### src/hdl/lsr_pkg.sv
`timescale 1ns / 1ps

package lsr_pkg;

    localparam int unsigned LSR_FIFO_DEPTH = 4;

    localparam logic [31:0] BREAK_MIN_RST = 32'd600000;
    localparam logic [7:0]  EXP_PID_RST   = 8'h3C;
    localparam logic [7:0]  SYNC_BYTE     = 8'h55;
    localparam logic [7:0]  BREAK_BYTE    = 8'h00;

    localparam int unsigned CFG_IDX_W = 1;
    localparam logic [CFG_IDX_W-1:0] CFG_BREAK_MIN = 1'd0;
    localparam logic [CFG_IDX_W-1:0] CFG_EXP_PID   = 1'd1;

    typedef enum logic [2:0] {
        KIND_FALL    = 3'd0,
        KIND_RISE    = 3'd1,
        KIND_BYTE    = 3'd2,
        KIND_RESPOND = 3'd3,
        KIND_SETTLE  = 3'd4
    } t_kind;

    typedef enum logic [1:0] {
        MODE_IDLE      = 2'd0,
        MODE_WAIT_SYNC = 2'd1,
        MODE_WAIT_PID  = 2'd2,
        MODE_RESP      = 2'd3
    } t_mode;

    typedef logic [2:0] t_bsel;
    localparam t_bsel SEL_BUTTONS = 3'd0;
    localparam t_bsel SEL_P1_HI   = 3'd1;
    localparam t_bsel SEL_P1_LO   = 3'd2;
    localparam t_bsel SEL_P2_HI   = 3'd3;
    localparam t_bsel SEL_P2_LO   = 3'd4;
    localparam t_bsel SEL_SUM     = 3'd5;

    typedef struct packed {
        logic [6:0]  buttons;
        logic [11:0] pot_one;
        logic [11:0] pot_two;
        logic [7:0]  sum;
    } t_resp;

    typedef struct packed {
        logic full;
        logic empty;
    } t_q_stat;

    function automatic logic [7:0] resp_byte(input t_resp r, input t_bsel sel);
        logic [7:0] b;
        case (sel)
            SEL_BUTTONS: b = {1'b0, r.buttons};
            SEL_P1_HI:   b = r.pot_one[11:4];
            SEL_P1_LO:   b = {r.pot_one[3:0], 4'h0};
            SEL_P2_HI:   b = r.pot_two[11:4];
            SEL_P2_LO:   b = {r.pot_two[3:0], 4'h0};
            SEL_SUM:     b = r.sum;
            default:     b = 8'h00;
        endcase
        return b;
    endfunction

endpackage

### src/hdl/lsr_front.sv
`timescale 1ns / 1ps

module lsr_front (
    input  logic                           i_clk,
    input  logic                           i_rst_n,
    input  logic                           i_in_valid,
    output logic                           o_in_stall,
    input  logic [2:0]                     i_kind,
    input  logic [31:0]                    i_line_time,
    input  logic [7:0]                     i_rx_byte,
    input  logic [6:0]                     i_buttons,
    input  logic [11:0]                    i_pot_one,
    input  logic [11:0]                    i_pot_two,
    input  logic                           i_cfg_valid,
    input  logic [lsr_pkg::CFG_IDX_W-1:0]  i_cfg_index,
    input  logic [31:0]                    i_cfg_data,
    input  lsr_pkg::t_q_stat               i_q_stat,
    output logic                           o_push,
    output lsr_pkg::t_resp                 o_push_data
);

    lsr_pkg::t_mode r_mode, n_mode;
    logic [31:0]    r_fall_time;
    logic [31:0]    r_break_min;
    logic [7:0]     r_exp_pid;
    logic           acc;
    logic [31:0]    pulse;
    lsr_pkg::t_resp rec;

    assign o_in_stall = i_q_stat.full;
    assign acc        = i_in_valid && !i_q_stat.full;
    assign pulse      = i_line_time - r_fall_time;

    always_comb begin
        n_mode = r_mode;
        if (acc) begin
            case (lsr_pkg::t_kind'(i_kind))
                lsr_pkg::KIND_RISE: begin
                    if (r_mode != lsr_pkg::MODE_RESP && pulse >= r_break_min)
                        n_mode = lsr_pkg::MODE_WAIT_SYNC;
                end
                lsr_pkg::KIND_BYTE: begin
                    case (r_mode)
                        lsr_pkg::MODE_IDLE: begin
                            if (i_rx_byte == lsr_pkg::BREAK_BYTE)
                                n_mode = lsr_pkg::MODE_WAIT_SYNC;
                        end
                        lsr_pkg::MODE_WAIT_SYNC: begin
                            if (i_rx_byte == lsr_pkg::SYNC_BYTE)
                                n_mode = lsr_pkg::MODE_WAIT_PID;
                        end
                        lsr_pkg::MODE_WAIT_PID: begin
                            n_mode = (i_rx_byte == r_exp_pid) ? lsr_pkg::MODE_RESP
                                                              : lsr_pkg::MODE_IDLE;
                        end
                        default: n_mode = r_mode;
                    endcase
                end
                lsr_pkg::KIND_SETTLE: n_mode = lsr_pkg::MODE_IDLE;
                default: n_mode = r_mode;
            endcase
        end
    end

    always_comb begin
        rec.buttons = i_buttons;
        rec.pot_one = i_pot_one;
        rec.pot_two = i_pot_two;
        rec.sum     = 8'h00;
        rec.sum     = lsr_pkg::resp_byte(rec, lsr_pkg::SEL_BUTTONS)
                    + lsr_pkg::resp_byte(rec, lsr_pkg::SEL_P1_HI)
                    + lsr_pkg::resp_byte(rec, lsr_pkg::SEL_P1_LO)
                    + lsr_pkg::resp_byte(rec, lsr_pkg::SEL_P2_HI)
                    + lsr_pkg::resp_byte(rec, lsr_pkg::SEL_P2_LO);
        o_push_data = rec;
        o_push      = acc && (i_kind == lsr_pkg::KIND_RESPOND)
                          && (r_mode == lsr_pkg::MODE_RESP);
    end

    always_ff @(posedge i_clk) begin
        if (!i_rst_n) begin
            r_mode      <= lsr_pkg::MODE_IDLE;
            r_fall_time <= 32'd0;
            r_break_min <= lsr_pkg::BREAK_MIN_RST;
            r_exp_pid   <= lsr_pkg::EXP_PID_RST;
        end else begin
            r_mode <= n_mode;
            if (acc && i_kind == lsr_pkg::KIND_FALL)
                r_fall_time <= i_line_time;
            if (i_cfg_valid) begin
                if (i_cfg_index == lsr_pkg::CFG_BREAK_MIN)
                    r_break_min <= i_cfg_data;
                if (i_cfg_index == lsr_pkg::CFG_EXP_PID)
                    r_exp_pid <= i_cfg_data[7:0];
            end
        end
    end

    // responding is only entered from a matching PID
    assert property (@(posedge i_clk) disable iff (!i_rst_n)
        (r_mode == lsr_pkg::MODE_RESP && $past(r_mode) != lsr_pkg::MODE_RESP)
        |-> $past(r_mode) == lsr_pkg::MODE_WAIT_PID)
        else $error("responding entered without PID match");

    assert property (@(posedge i_clk) disable iff (!i_rst_n)
        o_push |-> !i_q_stat.full)
        else $error("push into full queue");

    assert property (@(posedge i_clk) disable iff (!i_rst_n)
        (acc && i_kind == lsr_pkg::KIND_SETTLE) |=> r_mode == lsr_pkg::MODE_IDLE)
        else $error("settle did not return to idle");

endmodule

### src/hdl/lsr_fifo.sv
`timescale 1ns / 1ps

module lsr_fifo #(
    parameter int unsigned DEPTH = lsr_pkg::LSR_FIFO_DEPTH
) (
    input  logic             i_clk,
    input  logic             i_rst_n,
    input  logic             i_push,
    input  lsr_pkg::t_resp   i_push_data,
    input  logic             i_pop,
    output lsr_pkg::t_resp   o_head,
    output lsr_pkg::t_q_stat o_stat
);

    localparam int unsigned PTR_W = (DEPTH > 1) ? $clog2(DEPTH) : 1;
    localparam int unsigned CNT_W = $clog2(DEPTH + 1);
    localparam logic [PTR_W-1:0] PTR_LAST = PTR_W'(DEPTH - 1);
    localparam logic [CNT_W-1:0] CNT_FULL = CNT_W'(DEPTH);

    lsr_pkg::t_resp   r_mem [DEPTH];
    logic [PTR_W-1:0] r_wr_ptr, r_rd_ptr;
    logic [CNT_W-1:0] r_count;

    assign o_head       = r_mem[r_rd_ptr];
    assign o_stat.full  = (r_count == CNT_FULL);
    assign o_stat.empty = (r_count == '0);

    always_ff @(posedge i_clk) begin
        if (i_push)
            r_mem[r_wr_ptr] <= i_push_data;
    end

    always_ff @(posedge i_clk) begin
        if (!i_rst_n) begin
            r_wr_ptr <= '0;
            r_rd_ptr <= '0;
            r_count  <= '0;
        end else begin
            if (i_push)
                r_wr_ptr <= (r_wr_ptr == PTR_LAST) ? '0 : r_wr_ptr + PTR_W'(1);
            if (i_pop)
                r_rd_ptr <= (r_rd_ptr == PTR_LAST) ? '0 : r_rd_ptr + PTR_W'(1);
            if (i_push && !i_pop)
                r_count <= r_count + CNT_W'(1);
            else if (!i_push && i_pop)
                r_count <= r_count - CNT_W'(1);
        end
    end

    assert property (@(posedge i_clk) disable iff (!i_rst_n)
        r_count <= CNT_FULL)
        else $error("queue count overflow");

    assert property (@(posedge i_clk) disable iff (!i_rst_n)
        i_pop |-> !o_stat.empty)
        else $error("pop from empty queue");

    assert property (@(posedge i_clk) disable iff (!i_rst_n)
        (i_push && !i_pop) |=> r_count == $past(r_count) + CNT_W'(1))
        else $error("count did not follow push");

endmodule

### src/hdl/lsr_back.sv
`timescale 1ns / 1ps

module lsr_back (
    input  logic             i_clk,
    input  logic             i_rst_n,
    input  lsr_pkg::t_resp   i_head,
    input  lsr_pkg::t_q_stat i_q_stat,
    output logic             o_pop,
    output logic             o_out_valid,
    input  logic             i_out_stall,
    output logic [7:0]       o_tx_byte,
    output logic             o_last_byte
);

    lsr_pkg::t_bsel r_idx;
    logic           adv;
    logic           load;

    assign adv   = !o_out_valid || !i_out_stall;
    assign load  = adv && !i_q_stat.empty;
    assign o_pop = load && (r_idx == lsr_pkg::SEL_SUM);

    always_ff @(posedge i_clk) begin
        if (load) begin
            o_tx_byte   <= lsr_pkg::resp_byte(i_head, r_idx);
            o_last_byte <= (r_idx == lsr_pkg::SEL_SUM);
        end
    end

    always_ff @(posedge i_clk) begin
        if (!i_rst_n) begin
            o_out_valid <= 1'b0;
            r_idx       <= lsr_pkg::SEL_BUTTONS;
        end else begin
            if (adv)
                o_out_valid <= !i_q_stat.empty;
            if (load)
                r_idx <= (r_idx == lsr_pkg::SEL_SUM) ? lsr_pkg::SEL_BUTTONS
                                                     : r_idx + 3'd1;
        end
    end

    assert property (@(posedge i_clk) disable iff (!i_rst_n)
        r_idx <= lsr_pkg::SEL_SUM)
        else $error("byte index out of range");

    assert property (@(posedge i_clk) disable iff (!i_rst_n)
        o_pop |=> (r_idx == lsr_pkg::SEL_BUTTONS && o_last_byte && o_out_valid))
        else $error("pop not aligned with checksum beat");

    assert property (@(posedge i_clk) disable iff (!i_rst_n)
        (r_idx != lsr_pkg::SEL_BUTTONS) |-> !i_q_stat.empty)
        else $error("frame in progress with empty queue");

endmodule

### src/hdl/lin_slave_header_responder_core.sv
// A respond item is queued, then its first byte is registered onto o_tx_byte.
// Throughput: one input item per cycle while the response queue has room; the output
// side sends one byte per cycle while i_out_stall is low; each frame is six bytes.
// The queue holds FIFO_DEPTH frames; input stalls only when it is full.
// Reset (i_rst_n low, synchronous): idle mode, fall time zero, registers to defaults.
`timescale 1ns / 1ps

module lin_slave_header_responder_core #(
    parameter int unsigned FIFO_DEPTH = lsr_pkg::LSR_FIFO_DEPTH
) (
    input  logic                           i_clk,
    input  logic                           i_rst_n,
    input  logic                           i_in_valid,
    output logic                           o_in_stall,
    input  logic [2:0]                     i_kind,
    input  logic [31:0]                    i_line_time,
    input  logic [7:0]                     i_rx_byte,
    input  logic [6:0]                     i_buttons,
    input  logic [11:0]                    i_pot_one,
    input  logic [11:0]                    i_pot_two,
    input  logic                           i_cfg_valid,
    output logic                           o_cfg_ready,
    input  logic [lsr_pkg::CFG_IDX_W-1:0]  i_cfg_index,
    input  logic [31:0]                    i_cfg_data,
    output logic                           o_out_valid,
    input  logic                           i_out_stall,
    output logic [7:0]                     o_tx_byte,
    output logic                           o_last_byte
);

    lsr_pkg::t_q_stat q_stat;
    lsr_pkg::t_resp   push_data;
    lsr_pkg::t_resp   head;
    logic             push;
    logic             pop;

    assign o_cfg_ready = 1'b1;

    lsr_front u_front (
        .i_clk       (i_clk),
        .i_rst_n     (i_rst_n),
        .i_in_valid  (i_in_valid),
        .o_in_stall  (o_in_stall),
        .i_kind      (i_kind),
        .i_line_time (i_line_time),
        .i_rx_byte   (i_rx_byte),
        .i_buttons   (i_buttons),
        .i_pot_one   (i_pot_one),
        .i_pot_two   (i_pot_two),
        .i_cfg_valid (i_cfg_valid),
        .i_cfg_index (i_cfg_index),
        .i_cfg_data  (i_cfg_data),
        .i_q_stat    (q_stat),
        .o_push      (push),
        .o_push_data (push_data)
    );

    lsr_fifo #(
        .DEPTH (FIFO_DEPTH)
    ) u_fifo (
        .i_clk       (i_clk),
        .i_rst_n     (i_rst_n),
        .i_push      (push),
        .i_push_data (push_data),
        .i_pop       (pop),
        .o_head      (head),
        .o_stat      (q_stat)
    );

    lsr_back u_back (
        .i_clk       (i_clk),
        .i_rst_n     (i_rst_n),
        .i_head      (head),
        .i_q_stat    (q_stat),
        .o_pop       (pop),
        .o_out_valid (o_out_valid),
        .i_out_stall (i_out_stall),
        .o_tx_byte   (o_tx_byte),
        .o_last_byte (o_last_byte)
    );

endmodule
### config.mk
export PLATFORM = sky130hd
export DESIGN_NAME = lin_slave_header_responder_core
export DESIGN_NICKNAME = d
export VERILOG_FILES = /design/src/hdl/lsr_pkg.sv /design/src/hdl/lsr_front.sv /design/src/hdl/lsr_fifo.sv /design/src/hdl/lsr_back.sv /design/src/hdl/lin_slave_header_responder_core.sv
export SDC_FILE = /design/constraint.sdc
export NUM_CORES = 1
export LEC_CHECK = 0
export BUFFER_PORTS_ARGS = -buffer_cell sky130_fd_sc_hd__buf_2
export CAP_MARGIN = 10
export CELL_PAD_IN_SITES_DETAIL_PLACEMENT = 0
export CELL_PAD_IN_SITES_GLOBAL_PLACEMENT = 1
export CORE_MARGIN = 5
export CORE_UTILIZATION = 45
export DETAILED_ROUTE_END_ITERATION = 8
export PLACE_DENSITY_LB_ADDON = 0.05
export SLEW_MARGIN = 20
export SYNTH_ARGS = -nofsm -noshare
export SYNTH_HDL_FRONTEND = slang
export SYNTH_SLANG_ARGS = --single-unit
### constraint.sdc
create_clock -name i_clk -period 6 [get_ports i_clk]
set_clock_uncertainty 0.15 [all_clocks]
set_input_delay 0.9 -clock i_clk [delete_from_list [all_inputs] [get_ports i_clk]]
set_output_delay 0.9 -clock i_clk [all_outputs]
set_load 0.05 [all_outputs]
==> results.yml <==
clocking:
  numCtsBuffers: 28
  insertion_delay_ns: 0.57
  clkTransAtPathRegs_ns: 0.06
  cts_resized: 0
  cts_setup_buffers: 0
  cts_root_buf: "clkbuf_16"
  cts-hold-fix-buffers: 0
  cts_tree: "built"
  cts-htree-levels: 1
  cts_sinks: 252
  clk_path_buf_depth: 3
sta:
  tightest_slew_ns: 0.963
  fin_crit_ns: 4.59
  fin_tns_setup_ns: 0
  hold_viol: 0
  rsz0062_at_grt: "no"
  relSlewSlack_pct: 35.7
  setup_violations: 0
  hold-worst-slack_ns: 0.303
  fmax_mhz: 218
  maxSlewViolCount: 0
  period_share_pct: 76.4
synthesis:
  synthArstFlopShare_pct: 0
  syn-num-nets: 1330
  synth_edf_count: 165
  syn-cell-area_mm2: 0.0127
  syn-instance-count: 1119
  ys_types: 57
  ys_ff_latch: 252
  yosysWarningCount: 0
  seq_area_frac_synth_pct: 52.6
  synth_area_per_cell_um2: 11.4
  ys.flop_type: "edfxtp_1"
die:
  die_width_um: 178
  dieArea_mm2: 0.0318
  initial_utilization_pct: 45.7
  num_rows: 61
  fp.coreArea_mm2: 0.0279
  fp.dieH_um: 178
  num_io_pins: 124
worst_hold_path:
  hold_end: "u_front.r_fall_time[29]"
  hp-start: "u_front.r_fall_time[29]"
  hold_depth: 2
  hold_class: "register to register"
power_and_ir_drop:
  p_per_area_mw_per_mm2: 283
  p_leak_uw: 0.00537
  ir_worst_vdd_uv: 229
detailed_routing:
  drt_iter0_drc: 514
  drc: 0
  drt-wirelength-per-cell_um: 17.8
  vias: 8545
  wl_met1_um: 12900
  final_antenna_net_count: 0
  top_layer_used: "met4"
  wl_met2_um: 14800
  avgViaCountPerCell: 5.22
  drt_pre_antenna_iters: 4
  wl_um: 29200
  routed-wl-met3_um: 952
placement:
  dp_hpwl_um: 20800
  numPortBuffers: 122
  gp_congestion: 0.837
  place_area_mm2: 0.0137
worst_setup_path:
  reg2regPathDepth: 17
  crit_family: "compound AO/OA/AOI/OAI gates"
  startpoint_type: "primary input"
  arrival_ns: 4.89
  crit_fanout: 5
  crit_path_top_delay_cell: "a41oi_1"
  required_ns: 6.31
  cp_cell_sequence: "buf_2 -> inv_1 -> ha_1 -> inv_1 -> fa_1 -> a21o_1 -> nand4_1 -> a21oi_1 -> o211ai_1 -> nand2_1 -> a41oi_1 -> o21bai_1 -> xor2_1 -> ha_1 -> nand4_1 -> nor4_1 -> o211ai_1 -> a211oi_4 -> nor2_1 -> a211oi_2"
  critical_path_class: "primary input to register"
  r2r-end: "u_front.r_mode[0]"
  path_buf_inv: 3
  endpoint_kind: "register"
  r2r_start: "u_front.r_fall_time[2]"
  reg2reg_slack_ns: 1.59
  cp_slowest_stage_delay_ns: 0.44
global_route:
  grtUsageTotal_pct: 18.6
  antenna_found_initial: 0
  grt_pass1_wl_um: 46800
  grt_max_degree: 41
  grt_pass1_vias: 8797
  grt_overflow: 0
layout:
  drive_gt1_share_pct: 18.0
  fillers: 2505
  diodes: 0
  nets: 1449
  syn_to_final_growth_pct: 15.2
  final_design_area_no_fill_mm2: 0.0147
outcome:
  run_status: "completed"
job:
  max_cap_viol_count: 0
cells by family after synthesis:
kind of cell / share of synthesized area [%]
flip-flops: 52.6
AO/OA/AOI/OAI: 11.0
AND/OR/NAND/NOR: 10.9
multiplexers: 7.92
adder cells (fa/ha/maj): 10.7
buffers and inverters: 3.89
XOR/XNOR: 3.03
other: 0.0295
per-layer routing:
layer  track usage (%)  vias up
li1                  -     4274
met1              24.0     4105
met5                 0        -
met3              2.65       36
met4              3.90        0
met2              33.6      130
area by class of cell:
class | count | area (µm²) | area share (%)
flip-flops and latches | 252 | 6700 | 45.7
multi-input cells | 739 | 5560 | 37.9
clock buffers | 32 | 716 | 4.88
repair buffers | 132 | 686 | 4.67
well taps | 378 | 473 | 3.22
inverters | 85 | 319 | 2.18
clock inverters | 19 | 211 | 1.44
synth_stat cells, types with 3 or more instances:
cell type / number / area share, %
xnor2_1: 25 / 1.7
clkbuf_1: 28 / 0.83
o21ai_1: 19 / 0.75
nand2b_1: 8 / 0.39
nor3b_1: 3 / 0.18
buf_1: 5 / 0.15
o21ai_0: 15 / 0.59
and3_1: 6 / 0.29
a31oi_1: 6 / 0.29
or4_1: 4 / 0.24
nand4_1: 13 / 0.64
mux2i_1: 13 / 1.0
o21bai_1: 5 / 0.29
o211ai_1: 14 / 0.83
a22oi_1: 6 / 0.35
inv_1: 83 / 2.4
nor2_1: 47 / 1.4
nor3_1: 9 / 0.35
nor2b_1: 9 / 0.44
and2_1: 7 / 0.34
o21a_1: 5 / 0.29
dfxtp_1: 87 / 14
a211o_1: 4 / 0.28
nand3_1: 16 / 0.63
ha_1: 83 / 8.2
fa_1: 16 / 2.5
xor2_1: 19 / 1.3
edfxtp_1: 165 / 39
nand2_1: 178 / 5.2
a21oi_1: 114 / 4.5
a211oi_1: 4 / 0.24
nor4_1: 9 / 0.44
mux4_2: 39 / 6.9
buf_2: 9 / 0.35
a21o_1: 19 / 1.1
registers in the layout, summed over array words and instances (netlist names), 3 cells and up, named ones only:
name	count
u_back.o_tx_byte	8
u_front.r_fall_time	32
u_fifo.r_count	3
u_front.r_exp_pid	8
u_fifo.r_mem	156
u_back.r_idx	3
u_front.r_break_min	32
per-stage QoR:
step / worst slack, ns / power [µW] / cells / util (%)
2_1_floorplan: 1.53 / 2310 / 1119 / -
3_3_place_gp: 0.981 / 2470 / 1586 / 49.3
3_5_place_dp: 0.912 / 2470 / 1586 / 49.3
4_1_cts: 1.43 / 4210 / 1637 / 52.6
5_1_grt: 1.07 / 4360 / 1637 / 52.7
6_report: 1.41 / 4150 / 1637 / 52.7
layout by cell type, fill, tap and decap left out, drive strengths merged, types with 2 or more instances in the layout:
cell / n
nand2: 178
edfxtp: 165
buf: 132
a21oi: 115
dfxtp: 87
inv: 85
ha: 83
nor2: 47
mux4: 39
o21ai: 34
clkbuf: 32
xnor2: 25
xor2: 19
a21o: 19
nand3: 16
fa: 16
o211ai: 14
clkinv: 14
nand4: 13
mux2i: 13
nor3: 9
nor2b: 9
nor4: 9
nand2b: 8
and2: 7
and3: 6
a31oi: 6
a22oi: 6
a211oi: 6
o21a: 5
o21bai: 5
a211o: 4
or4: 4
bufinv: 4
nor3b: 3
o311ai: 2
a222oi: 2
o31ai: 2
or3: 2
report_power, final:
group | leakage (µW) | internal, µW | total (µW) | switching, µW
Sequential | 0.00219 | 1910 | 1910 | 9.26
Combinational | 0.00274 | 213 | 520 | 307
Clock | 0.000448 | 1030 | 1720 | 693
Total | 0.00537 | 3140 | 4150 | 1010
worst max path at each step:
| stage | start | to | slack [ns] | cells after the start |
|---|---|---|---|---|
| 4_1_cts | i_line_time[0] | u_front.r_mode[0] | 1.43 | 20 |
| 2_1_floorplan | i_line_time[0] | u_front.r_mode[0] | 1.53 | 19 |
| 3_3_place_gp | i_line_time[0] | u_front.r_mode[0] | 0.98 | 20 |
| 3_5_place_dp | i_line_time[0] | u_front.r_mode[0] | 0.91 | 20 |
| 6_report | i_line_time[0] | u_front.r_mode[0] | 1.41 | 20 |
| 5_1_grt | i_line_time[0] | u_front.r_mode[0] | 1.07 | 20 |
worst reg2reg max path, cell delays in order, from the launching register on:
cell and delay, ns:
dfxtp_1 0.33, inv_1 0.05, ha_1 0.32, o21a_1 0.13, o31a_1 0.17, o21ai_1 0.20, o211ai_1 0.36, a21oi_1 0.15
a211oi_1 0.45, a21oi_1 0.15, xnor2_1 0.15, ha_1 0.30, nand4_1 0.14, nor4_1 0.41, o211ai_1 0.22, a211oi_4 0.35
nor2_1 0.08, a211oi_2 0.19
(Power assumes the default switching activity.)
